`src/rtl/iecho_pkg.sv`:
```
// package with types and constants of the icmp echo reply filter
`timescale 1ns / 1ps
`default_nettype none

package iecho_pkg;

	localparam int MAX_PACKET_BYTES_DEF = 65535;

	localparam int BYTE_W  = 8;
	localparam int HDR_W   = 6;
	localparam int FIELD_W = 16;

	localparam int ICMP_MIN_BYTES = 8;
	localparam int TTL_OFFSET     = 8;

	localparam logic [BYTE_W-1:0] ECHO_REPLY_TYPE = 8'd0;

	// offsets inside the icmp message
	localparam int ICMP_TYPE_OFF = 0;
	localparam int ID_HI_OFF     = 4;
	localparam int ID_LO_OFF     = 5;
	localparam int SEQ_HI_OFF    = 6;
	localparam int SEQ_LO_OFF    = 7;

	typedef enum logic [1:0] {
		VERDICT_ACCEPT   = 2'd0,
		VERDICT_SHORT    = 2'd1,
		VERDICT_MISMATCH = 2'd2
	} verdict_t;

	typedef struct packed {
		verdict_t             verdict;
		logic [FIELD_W-1:0]   icmp_length;
		logic [FIELD_W-1:0]   sequence_number;
		logic [BYTE_W-1:0]    time_to_live;
	} iecho_result_t;

endpackage

`default_nettype wire

```
`src/rtl/icmp_echo_reply_filter.sv`:
```
// top level of the icmp echo reply filter
// Takes an IPv4 packet one byte per word on the in channel (packet_byte, with
// last_byte on the final byte) and gives one verdict word per packet on the
// out channel: accepted echo reply, too short, or not a matching reply, with
// icmp length, sequence number and ttl.
// The cfg channel writes expected_identifier; cfg_ready is always high, and
// a write is meant to happen only while no packet is in flight.
// Each input word goes into an input register; the field capture logic then
// updates the packet state from it and, on the last byte, loads the
// result register, which drives out_valid. One byte is taken every cycle,
// set by the single input register stage and the single result register,
// except while a last byte waits for the result register.
// When the receiver stalls, a waiting verdict holds in the result register;
// non-final bytes keep flowing, and only a last byte waits in the input
// register until the result register frees.
// Reset clears the packet state, the identifier register and both valid
// flags.
`timescale 1ns / 1ps
`default_nettype none

module icmp_echo_reply_filter
	import iecho_pkg::*;
#(
	parameter int MAX_PACKET_BYTES = MAX_PACKET_BYTES_DEF
) (
	input  wire logic                clk,
	input  wire logic                arst_n,
	input  wire logic                cfg_valid,
	output      logic                cfg_ready,
	input  wire logic [FIELD_W-1:0]  expected_identifier,
	input  wire logic                in_valid,
	output      logic                in_ready,
	input  wire logic [BYTE_W-1:0]   packet_byte,
	input  wire logic                last_byte,
	output      logic                out_valid,
	input  wire logic                out_ready,
	output      logic [1:0]          verdict,
	output      logic [FIELD_W-1:0]  icmp_length,
	output      logic [FIELD_W-1:0]  sequence_number,
	output      logic [BYTE_W-1:0]   time_to_live
);

	logic [FIELD_W-1:0] expected_id_q;
	logic               valid_s1;
	logic [BYTE_W-1:0]  byte_s1;
	logic               last_s1;
	logic               advance;
	iecho_result_t      result;
	iecho_result_t      result_q;
	logic               out_valid_q;

	assign cfg_ready = 1'b1;

	always_ff @(posedge clk or negedge arst_n) begin
		if (!arst_n) begin
			expected_id_q <= '0;
		end else if (cfg_valid) begin
			expected_id_q <= expected_identifier;
		end
	end

	assign advance  = valid_s1 && (!last_s1 || !out_valid_q || out_ready);
	assign in_ready = !valid_s1 || advance;

	// input register
	always_ff @(posedge clk or negedge arst_n) begin
		if (!arst_n) begin
			valid_s1 <= 1'b0;
		end else if (in_valid && in_ready) begin
			valid_s1 <= 1'b1;
		end else if (advance) begin
			valid_s1 <= 1'b0;
		end
	end

	always_ff @(posedge clk) begin
		if (in_valid && in_ready) begin
			byte_s1 <= packet_byte;
			last_s1 <= last_byte;
		end
	end

	iecho_fields #(
		.MAX_PACKET_BYTES(MAX_PACKET_BYTES)
	) u_fields (
		.clk                (clk),
		.arst_n             (arst_n),
		.step               (advance),
		.packet_byte        (byte_s1),
		.last_byte          (last_s1),
		.expected_identifier(expected_id_q),
		.result             (result)
	);

	// result register
	always_ff @(posedge clk or negedge arst_n) begin
		if (!arst_n) begin
			out_valid_q <= 1'b0;
		end else if (advance && last_s1) begin
			out_valid_q <= 1'b1;
		end else if (out_ready) begin
			out_valid_q <= 1'b0;
		end
	end

	always_ff @(posedge clk) begin
		if (advance && last_s1) begin
			result_q <= result;
		end
	end

	assign out_valid       = out_valid_q;
	assign verdict         = result_q.verdict;
	assign icmp_length     = result_q.icmp_length;
	assign sequence_number = result_q.sequence_number;
	assign time_to_live    = result_q.time_to_live;

	a_short_zero: assert property (@(posedge clk) disable iff (!arst_n)
		out_valid_q && result_q.verdict == VERDICT_SHORT |->
			icmp_length == '0 && sequence_number == '0 && time_to_live == '0)
		else $error("short verdict with nonzero fields");

	a_len_min: assert property (@(posedge clk) disable iff (!arst_n)
		out_valid_q && result_q.verdict != VERDICT_SHORT |->
			icmp_length >= FIELD_W'(ICMP_MIN_BYTES))
		else $error("icmp length below minimum without short verdict");

	a_body_flows: assert property (@(posedge clk) disable iff (!arst_n)
		valid_s1 && !last_s1 |-> in_ready)
		else $error("non-final byte blocked the input");

	a_result_loaded: assert property (@(posedge clk) disable iff (!arst_n)
		advance && last_s1 |=> out_valid_q)
		else $error("last byte left no verdict");

endmodule

`default_nettype wire

```
`src/rtl/iecho_fields.sv`:
```
// per-packet field capture and verdict logic of the icmp echo reply filter
`timescale 1ns / 1ps
`default_nettype none

module iecho_fields
	import iecho_pkg::*;
#(
	parameter int MAX_PACKET_BYTES = MAX_PACKET_BYTES_DEF
) (
	input  wire logic                clk,
	input  wire logic                arst_n,
	input  wire logic                step,
	input  wire logic [BYTE_W-1:0]   packet_byte,
	input  wire logic                last_byte,
	input  wire logic [FIELD_W-1:0]  expected_identifier,
	output iecho_result_t            result
);

	localparam int POS_W = $clog2(MAX_PACKET_BYTES + 1);

	logic [POS_W-1:0]   pos_q, pos_new;
	logic [HDR_W-1:0]   hdr_q, hdr_new;
	logic [BYTE_W-1:0]  type_q, type_new;
	logic [FIELD_W-1:0] id_q, id_new;
	logic [FIELD_W-1:0] seq_q, seq_new;
	logic [BYTE_W-1:0]  ttl_q, ttl_new;

	logic               active;
	logic [POS_W-1:0]   rel;
	logic [POS_W:0]     diff;
	logic               too_short;
	logic               match;

	always_comb begin
		active   = (pos_q != POS_W'(MAX_PACKET_BYTES));
		hdr_new  = hdr_q;
		ttl_new  = ttl_q;
		type_new = type_q;
		id_new   = id_q;
		seq_new  = seq_q;
		pos_new  = pos_q;
		rel      = '0;
		if (active) begin
			if (pos_q == '0) begin
				hdr_new = {packet_byte[3:0], 2'b00};
			end
			if (pos_q == POS_W'(TTL_OFFSET)) begin
				ttl_new = packet_byte;
			end
			rel = pos_q - POS_W'(hdr_new);
			if (pos_q >= POS_W'(hdr_new)) begin
				case (rel)
					POS_W'(ICMP_TYPE_OFF): type_new = packet_byte;
					POS_W'(ID_HI_OFF):     id_new = {packet_byte, id_q[7:0]};
					POS_W'(ID_LO_OFF):     id_new = {id_q[15:8], packet_byte};
					POS_W'(SEQ_HI_OFF):    seq_new = {packet_byte, seq_q[7:0]};
					POS_W'(SEQ_LO_OFF):    seq_new = {seq_q[15:8], packet_byte};
					default: ;
				endcase
			end
			pos_new = pos_q + POS_W'(1);
		end

		diff      = {1'b0, pos_new} - (POS_W + 1)'(hdr_new);
		too_short = diff[POS_W] || (diff[POS_W-1:0] < POS_W'(ICMP_MIN_BYTES));
		match     = (type_new == ECHO_REPLY_TYPE) && (id_new == expected_identifier);

		if (too_short) begin
			result.verdict         = VERDICT_SHORT;
			result.icmp_length     = '0;
			result.sequence_number = '0;
			result.time_to_live    = '0;
		end else begin
			result.verdict         = match ? VERDICT_ACCEPT : VERDICT_MISMATCH;
			result.icmp_length     = FIELD_W'(diff[POS_W-1:0]);
			result.sequence_number = seq_new;
			result.time_to_live    = ttl_new;
		end
	end

	// state returns to zero after the last byte of a packet
	always_ff @(posedge clk or negedge arst_n) begin
		if (!arst_n) begin
			pos_q  <= '0;
			hdr_q  <= '0;
			type_q <= '0;
			id_q   <= '0;
			seq_q  <= '0;
			ttl_q  <= '0;
		end else if (step) begin
			if (last_byte) begin
				pos_q  <= '0;
				hdr_q  <= '0;
				type_q <= '0;
				id_q   <= '0;
				seq_q  <= '0;
				ttl_q  <= '0;
			end else begin
				pos_q  <= pos_new;
				hdr_q  <= hdr_new;
				type_q <= type_new;
				id_q   <= id_new;
				seq_q  <= seq_new;
				ttl_q  <= ttl_new;
			end
		end
	end

endmodule

`default_nettype wire

```
`config.mk`:
```
export PLATFORM = sky130hd
export DESIGN_NAME = icmp_echo_reply_filter
export DESIGN_NICKNAME = d
export VERILOG_FILES = /design/src/rtl/iecho_pkg.sv /design/src/rtl/icmp_echo_reply_filter.sv /design/src/rtl/iecho_fields.sv
export SDC_FILE = /design/constraint.sdc
export NUM_CORES = 1
export LEC_CHECK = 0
export BUFFER_PORTS_ARGS = -buffer_cell sky130_fd_sc_hd__buf_2
export CAP_MARGIN = 20
export CORE_UTILIZATION = 40
export CTS_CLUSTER_DIAMETER = 80
export CTS_CLUSTER_SIZE = 28
export DETAILED_ROUTE_END_ITERATION = 8
export PLACE_DENSITY = 0.67
export SETUP_SLACK_MARGIN = 0.5
export SLEW_MARGIN = 20
export SYNTH_ARGS = -nofsm -noshare
export SYNTH_HDL_FRONTEND = slang
export SYNTH_SLANG_ARGS = --single-unit
```
`constraint.sdc`:
```
create_clock -name clk -period 12.25 [get_ports clk]
set_clock_uncertainty 0.05 [all_clocks]
set_input_delay 2.45 -clock clk [delete_from_list [all_inputs] [get_ports clk]]
set_output_delay 2.45 -clock clk [all_outputs]
set_load 0.01 [all_outputs]
```
==> results.cfg, run 1 <==
[clock_tree]
clock_latency_ns = 0.43
cts_made_buffers = 17
cts_resized = 0
clkTransAtPathRegs_ns = 0.06
htreeDepth = 4
cts_tree = built
clock-sinks = 139
post-cts-setup-buffers = 0
cts_root_buffer = clkbuf_16
holdBufCountCts = 0
clk_path_buf_depth = 2

[route]
drtIter0Drc = 477
via_per_inst = 5.58
drc = 0
wl_per_cell_um = 16.8
dr.pass1.iters = 6
wirelength_mm = 19.1
vias = 6360
ant_nets = 0

[place]
place_congestion = 0.858
place_ws_ns = 5.07
placed_cells = 1106
dpl.hpwl_mm = 12.9
place.port_buffers = 73

[pwr]
p_int_mw = 0.993
pwr-share-comb_pct = 25.0
static-leakage-power_nw = 3.80
clock_power_share_pct = 35.4
ir_drop_uv = 111
p_switching_mw = 0.462
seqPwrFrac_pct = 39.5
pwr_density_cell_nw_per_um2 = 162
finalPower_mw = 1.46
switching_share_pct = 31.7

[floorplanning]
num_rows = 50
die_y_um = 142
die_w_um = 142
io_pins = 75
core_area_um2 = 19000
start_util_pct = 41.4
dieArea_um2 = 20200

[grt]
antenna_found_initial = 0
grt_first_pass_wirelength_mm = 31.4
grt_use_total_pct = 20.1
gr-total-overflow = 0
first_global_vias = 6051
grt_max_degree = 57

[final_layout]
syn_to_final_growth_pct = 14.3
stdcell_count = 1139
diodes = 0
final_nets = 913
fillers = 1803
fin_util_pct = 47.3
layout-drive-gt1-share_pct = 16.3

[worst_setup_path]
critical_path_class = flop to flop
crit_arrival_ns = 7.63
required_ns = 12.55
cp_max_fo = 20
setup.worst_path.start_class = flop
rrSetupSlack_ns = 4.91
cp-end-kind = flop

[timing]
setup_viol = 0
post-route-min-period_ns = 7.34
period_share_pct = 59.9
rsz0062_at_grt = false
tightest_slew_ns = 1.09
relSlewSlack_pct = 26.7
worst_slack_ns = 4.91
hold_violations = 0
fin_tns_setup_ns = 0
max_clock_freq_mhz = 136
slew_viol_final = 0

[hold_path]
hold_class = flop to flop

[synth]
syn_inst = 818
ys_dominant_reg_cell = dfrtp_1
synth-async-reset-ratio_pct = 63.3
seq_area_frac_synth_pct = 47.6
syn_area_um2 = 7840
synth_warnings = 0
synth_edf_count = 51
syn_area_per_cell_um2 = 9.59
syn_nets = 865
ys_ff_latch = 139
synth.distinct_cells = 74

[flow_run]
max_cap_violations = 0

[outcome]
status = complete, no violations
## layer usage
layer	routed length [um]	GRT usage (%)	up-vias
met1	9170	28.3	3058
met4	439	8.32	0
met5	0	0	-
met3	1060	4.31	38
li1	-	-	3052
met2	8470	30.0	212
## power groups by stage
| stage | Sequential [mW] | Clock (mW) | Combinational (mW) |
|---|---|---|---|
| detailed placement | 0.583 | 0 | 0.361 |
| CTS | 0.574 | 0.524 | 0.364 |
| finish | 0.575 | 0.516 | 0.364 |
| floorplan | 0.581 | 0 | 0.287 |
| global route | 0.581 | 0.545 | 0.413 |
| global placement | 0.582 | 0 | 0.355 |
## cell families after synthesis
| logic type | Yosys count | synth area share (%) |
|---|---|---|
| flops | 139 | 47.6 |
| compound gates | 212 | 17.5 |
| buf+inv | 72 | 4.05 |
| simple gates | 293 | 17.5 |
| other cells | 1 | 0.0478 |
| fa+ha+maj | 17 | 2.90 |
| mux | 45 | 6.00 |
| xor+xnor | 39 | 4.36 |
## metrics by stage
stage | cell area [um^2] | hold slack, ns
6_report | 8960 | 0.450
5_1_grt | 8960 | 0.476
4_1_cts | 8940 | 0.449
3_5_place_dp | 8350 | 0.434
3_3_place_gp | 8350 | 0.428
2_1_floorplan | 7840 | 0.410
## synthesized netlist by cell type, types with 21 or more instances
master | number | share of area, %
a21oi_1 | 35 | 2.2
nand2_1 | 111 | 5.3
dfrtp_1 | 88 | 28
o21ai_0 | 79 | 5.0
nor2_1 | 86 | 4.1
mux2i_1 | 32 | 4.1
edfxtp_1 | 51 | 20
xnor2_1 | 21 | 2.3
clkbuf_1 | 37 | 1.8
inv_1 | 21 | 1.0
a22oi_1 | 32 | 3.1
## final cells by class
| class | count | area (um^2) | area share (%) |
|---|---|---|---|
| Sequential cell | 139 | 3730 | 41.7 |
| Timing Repair Buffer | 80 | 440 | 4.91 |
| Multi-Input combinational cell | 607 | 3800 | 42.4 |
| Tap cell | 260 | 325 | 3.63 |
| Clock buffer | 20 | 447 | 4.98 |
| Clock inverter | 12 | 139 | 1.55 |
| Inverter | 21 | 78.8 | 0.879 |
## cells in the final DEF (no fill, tap or decap), types with 4 or more instances in the layout
master	Yosys	routed
a21boi_0	7	7
a21o_1	8	8
a21oi_1	35	35
a22o_1	4	4
a22oi_1	32	32
and2_1	8	8
and3_1	8	8
buf_2	3	72
buf_4	3	7
clkbuf_16	0	17
clkinvlp_4	0	4
dfrtp_1	88	88
edfxtp_1	51	51
ha_1	15	15
inv_1	21	21
inv_6	0	4
mux2_2	12	12
mux2i_1	32	32
nand2_1	111	110
nand3_1	18	18
nand4_1	9	9
nor2_1	86	85
nor2b_1	6	6
nor3_1	11	11
nor4_1	8	8
o21ai_0	79	79
o22ai_1	4	4
o31ai_1	4	4
or3_1	4	4
xnor2_1	21	21
xor2_1	18	18
## flip-flops by register name, indices dropped and copies added (netlist names)
| register | cells |
|---|---|
| valid_s1 | 1 |
| u_fields.seq_q | 16 |
| byte_s1 | 8 |
| icmp_length | 16 |
| u_fields.id_q | 16 |
| u_fields.type_q | 8 |
| u_fields.hdr_q | 6 |
| sequence_number | 16 |
| verdict | 2 |
| out_valid | 1 |
| u_fields.ttl_q | 8 |
| u_fields.pos_q | 16 |
| last_s1 | 1 |
| expected_id_q | 16 |
| time_to_live | 8 |
## critical path, cell delays in order, from the launching register on
cell      delay, ns
dfrtp_1        0.56
nor3_2         0.52
and4_1         0.34
nand2_1        0.10
nor2_1         0.76
mux2i_1        0.34
ha_1           0.34
a21o_1         0.23
a221oi_1       0.59
mux2i_1        0.26
nand4_1        0.14
nor4_2         0.94
nand4_1        0.98
nor2_1         0.76
a22oi_1        0.13
o21ai_0        0.21
## final timing paths
check                                  start                  to  cells past startpoint
max                        u_fields.pos_q[7]  u_fields.seq_q[15]                     15
min                        u_fields.ttl_q[6]   u_fields.ttl_q[6]                      1
max reg2reg                u_fields.pos_q[7]  u_fields.seq_q[15]                     15
min reg2reg                u_fields.ttl_q[6]   u_fields.ttl_q[6]                      1
max in group asynchronous             arst_n   u_fields.id_q[13]                      2
min in group asynchronous             arst_n  u_fields.pos_q[15]                      1
No activity file was read; power rests on OpenSTA's default activity.
==> inputs of run 2 (changes only) <==
- clock period: 12.25 -> 7.55 ns (I/O delays scaled with it)
==> run 2 against run 1 <==
Critical path depth rose by 2. First-iteration DRC count fell by 7.5%. Sequential cell count did not move. Largest cell class unchanged.
==> results.cfg, run 2 (same netlist as run 1, synthesis figures left out) <==
[outcome]
status = complete, no violations

[place]
place_congestion = 0.908
dpl.hpwl_mm = 12.7
place.port_buffers = 73
placed_cells = 1110

[floorplanning]
die_w_um = 142
start_util_pct = 41.4
io_pins = 75
num_rows = 50
die_y_um = 142
core_area_um2 = 19000
dieArea_um2 = 20200

[worst_setup_path]
cp-end-kind = flop
required_ns = 7.83
reg2reg_depth = 17
setup.worst_path.start_class = flop
critical_path_class = flop to flop
crit_arrival_ns = 6.16
r2r_start = u_fields.pos_q[7]
cp-startpoint = u_fields.pos_q[7]
cp_max_fo = 20

[clock_tree]
cts_root_buffer = clkbuf_16
clkTransAtPathRegs_ns = 0.06
htreeDepth = 4
cts_resized = 0
cts_made_buffers = 17
clock-sinks = 139
holdBufCountCts = 0
clock_latency_ns = 0.42
cts_tree = built
post-cts-setup-buffers = 0
clk_path_buf_depth = 2

[route]
drc = 0
via_per_inst = 5.48
vias = 6269
drtIter0Drc = 441
ant_nets = 0
dr.pass1.iters = 5
wirelength_mm = 18.9
wl_per_cell_um = 16.5

[final_layout]
diodes = 0
mostFrequentLayoutCells = nand2_1, dfrtp_1, nor2_1
final_nets = 917
stdcell_count = 1143
syn_to_final_growth_pct = 15.0
fin_util_pct = 47.6
layout_commonest_cell = nand2_1
layout-drive-gt1-share_pct = 16.9

[timing]
period_share_pct = 77.9
fin_tns_setup_ns = 0
rsz0062_at_grt = false
timing.hold.ws_ns = 0.446
hold_violations = 0
tightest_slew_ns = 0.944
post-route-min-period_ns = 5.88
max_clock_freq_mhz = 170
slew_viol_final = 0
setup_viol = 0
relSlewSlack_pct = 36.8

[grt]
grt_first_pass_wirelength_mm = 30.6
antenna_found_initial = 0
gr-total-overflow = 0
grt_max_degree = 56
first_global_vias = 5733
grt_use_total_pct = 19.5

[pwr]
static-leakage-power_nw = 3.84
ir_drop_uv = 182
pwr_density_cell_nw_per_um2 = 267
finalPower_mw = 2.41

[hold_path]
whs_path_depth = 1
hp-start = u_fields.ttl_q[6]
hold_class = flop to flop

[flow_run]
max_cap_violations = 0
==> run 2: layout make-up <==
class | instances | area [um^2]
multi-input cells | 607 | 3800
clock buffers | 18 | 439
repair buffers | 84 | 463
clock inverters | 14 | 181
well taps | 260 | 325
inverters | 21 | 78.8
flip-flops and latches | 139 | 3730
fillers | 1815 | 9930
==> run 2: worst max-delay path, cell delays in order, from the launching register on <==
cell and delay, ns:
dfrtp_1 0.55, nor3_2 0.51, and4_1 0.34, nand2_1 0.10, nor2_1 0.74, mux2i_1 0.33
ha_1 0.34, and3_1 0.25, a221oi_1 0.53, mux2i_1 0.25, nand4_1 0.15, nor4_2 0.28
buf_4 0.22, nand4_1 0.11, buf_4 0.24, nor2_1 0.45, a22oi_1 0.12, o21ai_0 0.22
==> run 2: path summary, 6_finish.rpt <==
kind	endpoint	slack, ns
hold reg to reg	u_fields.ttl_q[6]	0.45
max in group asynchronous	u_fields.id_q[10]	5.38
min in group asynchronous	u_fields.pos_q[10]	1.04
setup / recovery	u_fields.seq_q[15]	1.67
hold / removal	u_fields.ttl_q[6]	0.45
setup reg to reg	u_fields.seq_q[15]	1.67
==> run 2: metal layers <==
metal | track usage, % | share of wire [%]
met5 | 0 | 0
met1 | 28.1 | 49
met3 | 3.50 | 5.7
met2 | 29.4 | 44
met4 | 6.96 | 1.7
==> run 2: metrics by stage <==
stage	worst slack, ns	cell area (um^2)
6_report	1.67	9020
5_1_grt	1.06	9020
2_1_floorplan	2.52	7840
3_3_place_gp	1.89	8380
4_1_cts	1.73	9000
3_5_place_dp	1.79	8380
==> run 2: where the power goes <==
part	switching [mW]	leakage [nW]	total (mW)	internal, mW
combinational	0.355	1.88	0.592	0.237
sequential	0.0586	1.66	0.934	0.876
clock	0.349	0.305	0.886	0.536
==> inputs of run 3 (changes only) <==
- PLACE_DENSITY: 0.67 -> 0.69
- clock period: 7.55 -> 5.1 ns (I/O delays scaled with it)
==> run 3 against run 2 <==
First-iteration DRC count increased by 15%. Register-to-register slack lost 0.93 ns. Worst setup slack got worse by 0.93 ns. Via count is 5.2% higher. Cell area rose by 5.3%. Sequential cell count did not move. Critical path depth increased by 2. Clock power grew 38%. Clock-buffer cell count is 3 higher. Sequential share of layout area fell by 2.0 points. Sequential power increased by 48%. Critical endpoint is now sequence_number[1]. Highest routed layer unchanged.
==> results.cfg, run 3 (same netlist as run 1, synthesis figures left out) <==
[outcome]
status = complete, no violations

[pwr]
p_int_mw = 2.45
seqPwrFrac_pct = 38.0
pwr_density_cell_nw_per_um2 = 383
p_switching_mw = 1.19
ir_drop_uv = 291
switching_share_pct = 32.6
clock_power_share_pct = 33.6
static-leakage-power_nw = 4.05
pwr-share-comb_pct = 28.4

[route]
dr.pass1.iters = 5
wl_per_cell_um = 17.2
drc = 0
wirelength_mm = 20.2
drtIter0Drc = 509
vias = 6598
via_per_inst = 5.62
ant_nets = 0

[clock_tree]
cts_tree = built
clock-sinks = 139
htreeDepth = 4
holdBufCountCts = 0
cts_root_buffer = clkbuf_16
clk_path_buf_depth = 2
clkTransAtPathRegs_ns = 0.06
clock_latency_ns = 0.43
cts_made_buffers = 17

[timing]
relSlewSlack_pct = 38.7
setup_viol = 0
fin_tns_setup_ns = 0
period_share_pct = 85.5
slew_viol_final = 0
post-route-min-period_ns = 4.36
rsz0062_at_grt = false
tightest_slew_ns = 0.919
hold_violations = 0
max_clock_freq_mhz = 229

[grt]
grt_use_total_pct = 20.5
grt_first_pass_wirelength_mm = 31.9
gr-total-overflow = 0
first_global_vias = 5970
antenna_found_initial = 0
grt_max_degree = 58

[final_layout]
multi_input_area_um2 = 4040
fillers = 1702
fin_util_pct = 50.1
layout-drive-gt1-share_pct = 23.9
syn_to_final_growth_pct = 21.1
mostFrequentLayoutCells = nand2_1, dfrtp_1, nor2_1
stdcell_count = 1175
layout_commonest_cell = nand2_1
ff_latch_area_um2 = 3740
diodes = 0
final_nets = 949

[worst_setup_path]
required_ns = 5.23
cp_max_fo = 14
cp-end-kind = flop
setup.worst_path.start_class = flop
critical_path_class = flop to flop
crit_arrival_ns = 4.49

[place]
dpl.hpwl_mm = 13.6
place_congestion = 0.936
placed_cells = 1125
place.port_buffers = 73

[floorplanning]
num_rows = 50
dieArea_um2 = 20200
start_util_pct = 41.4
die_w_um = 142
core_area_um2 = 19000
io_pins = 75
die_y_um = 142

[hold_path]
hold_class = flop to flop

[flow_run]
max_cap_violations = 0
[run 3: cell types whose count changed in the layout (fill, tap and decap cells not counted), moves of 4 or more]
cell and change:
nor2_2 +4, dfrtp_2 +6, dfrtp_1 -6, buf_4 +29, nor2_1 -7
[run 3: through the flow]
| stage | hold slack (ns) | area (um^2) | setup WS [ns] | power (mW) |
|---|---|---|---|---|
| 3_5_place_dp | 0.436 | 8520 | 0.213 | 2.31 |
| 3_3_place_gp | 0.429 | 8520 | 0.324 | 2.29 |
| 4_1_cts | 0.451 | 9220 | 0.518 | 3.56 |
| 2_1_floorplan | 0.410 | 7860 | 0.534 | 2.09 |
| 5_1_grt | 0.473 | 9500 | 0.502 | 3.84 |
| 6_report | 0.448 | 9500 | 0.740 | 3.64 |
[run 3: layout make-up]
cell class	count	share of cell area (%)
clock inverters	11	0.975
multi-input cells	607	42.6
inverters	21	0.830
well taps	260	3.42
clock buffers	21	5.19
flip-flops and latches	139	39.4
repair buffers	116	7.63
[run 3: worst max-delay path: stages, from the launching register on]
cell	delay, ns
dfrtp_2	0.43
inv_1	0.14
ha_1	0.17
nor4b_4	0.20
nand2_1	0.11
nor2_1	0.13
buf_6	0.18
mux2i_4	0.27
ha_4	0.25
a21o_1	0.24
a31oi_2	0.25
and4_1	0.25
o2111ai_2	0.17
nor4_2	0.33
buf_4	0.21
nand4b_1	0.11
buf_4	0.20
buf_4	0.19
a21oi_1	0.16
nor2_1	0.06
[run 3: final timing paths]
kind,startpoint,end,slack (ns),cells past startpoint
max,u_fields.pos_q[1],sequence_number[1],0.74,19
min,u_fields.hdr_q[1],u_fields.hdr_q[1],0.45,1
max reg2reg,u_fields.pos_q[1],sequence_number[1],0.74,19
min reg2reg,u_fields.hdr_q[1],u_fields.hdr_q[1],0.45,1
max in group asynchronous,arst_n,u_fields.pos_q[4],3.44,2
min in group asynchronous,arst_n,u_fields.pos_q[8],0.60,1
[run 3: power by group through the flow]
stage          combinational, mW  clock (mW)  sequential (mW)
2_1_floorplan              0.696           0             1.39
3_3_place_gp               0.895           0             1.40
3_5_place_dp               0.912           0             1.40
4_1_cts                    0.939        1.24             1.38
5_1_grt                     1.14        1.30             1.40
6_report                    1.03        1.22             1.38
[run 3: repair_timing]
item	CTS	global route
cloned	0	1
setup buffers	6	10
endpoints found under the setup margin	65	81
gates resized for setup	16	41
pin swaps	4	8
[run 3: metal layers]
layer	up-vias	global-route usage, %	part of all wire (%)
li1	3119	-	-
met1	3186	28.9	46
met2	258	31.1	46
met3	35	4.41	6.0
met4	0	6.73	1.9
met5	-	0	0
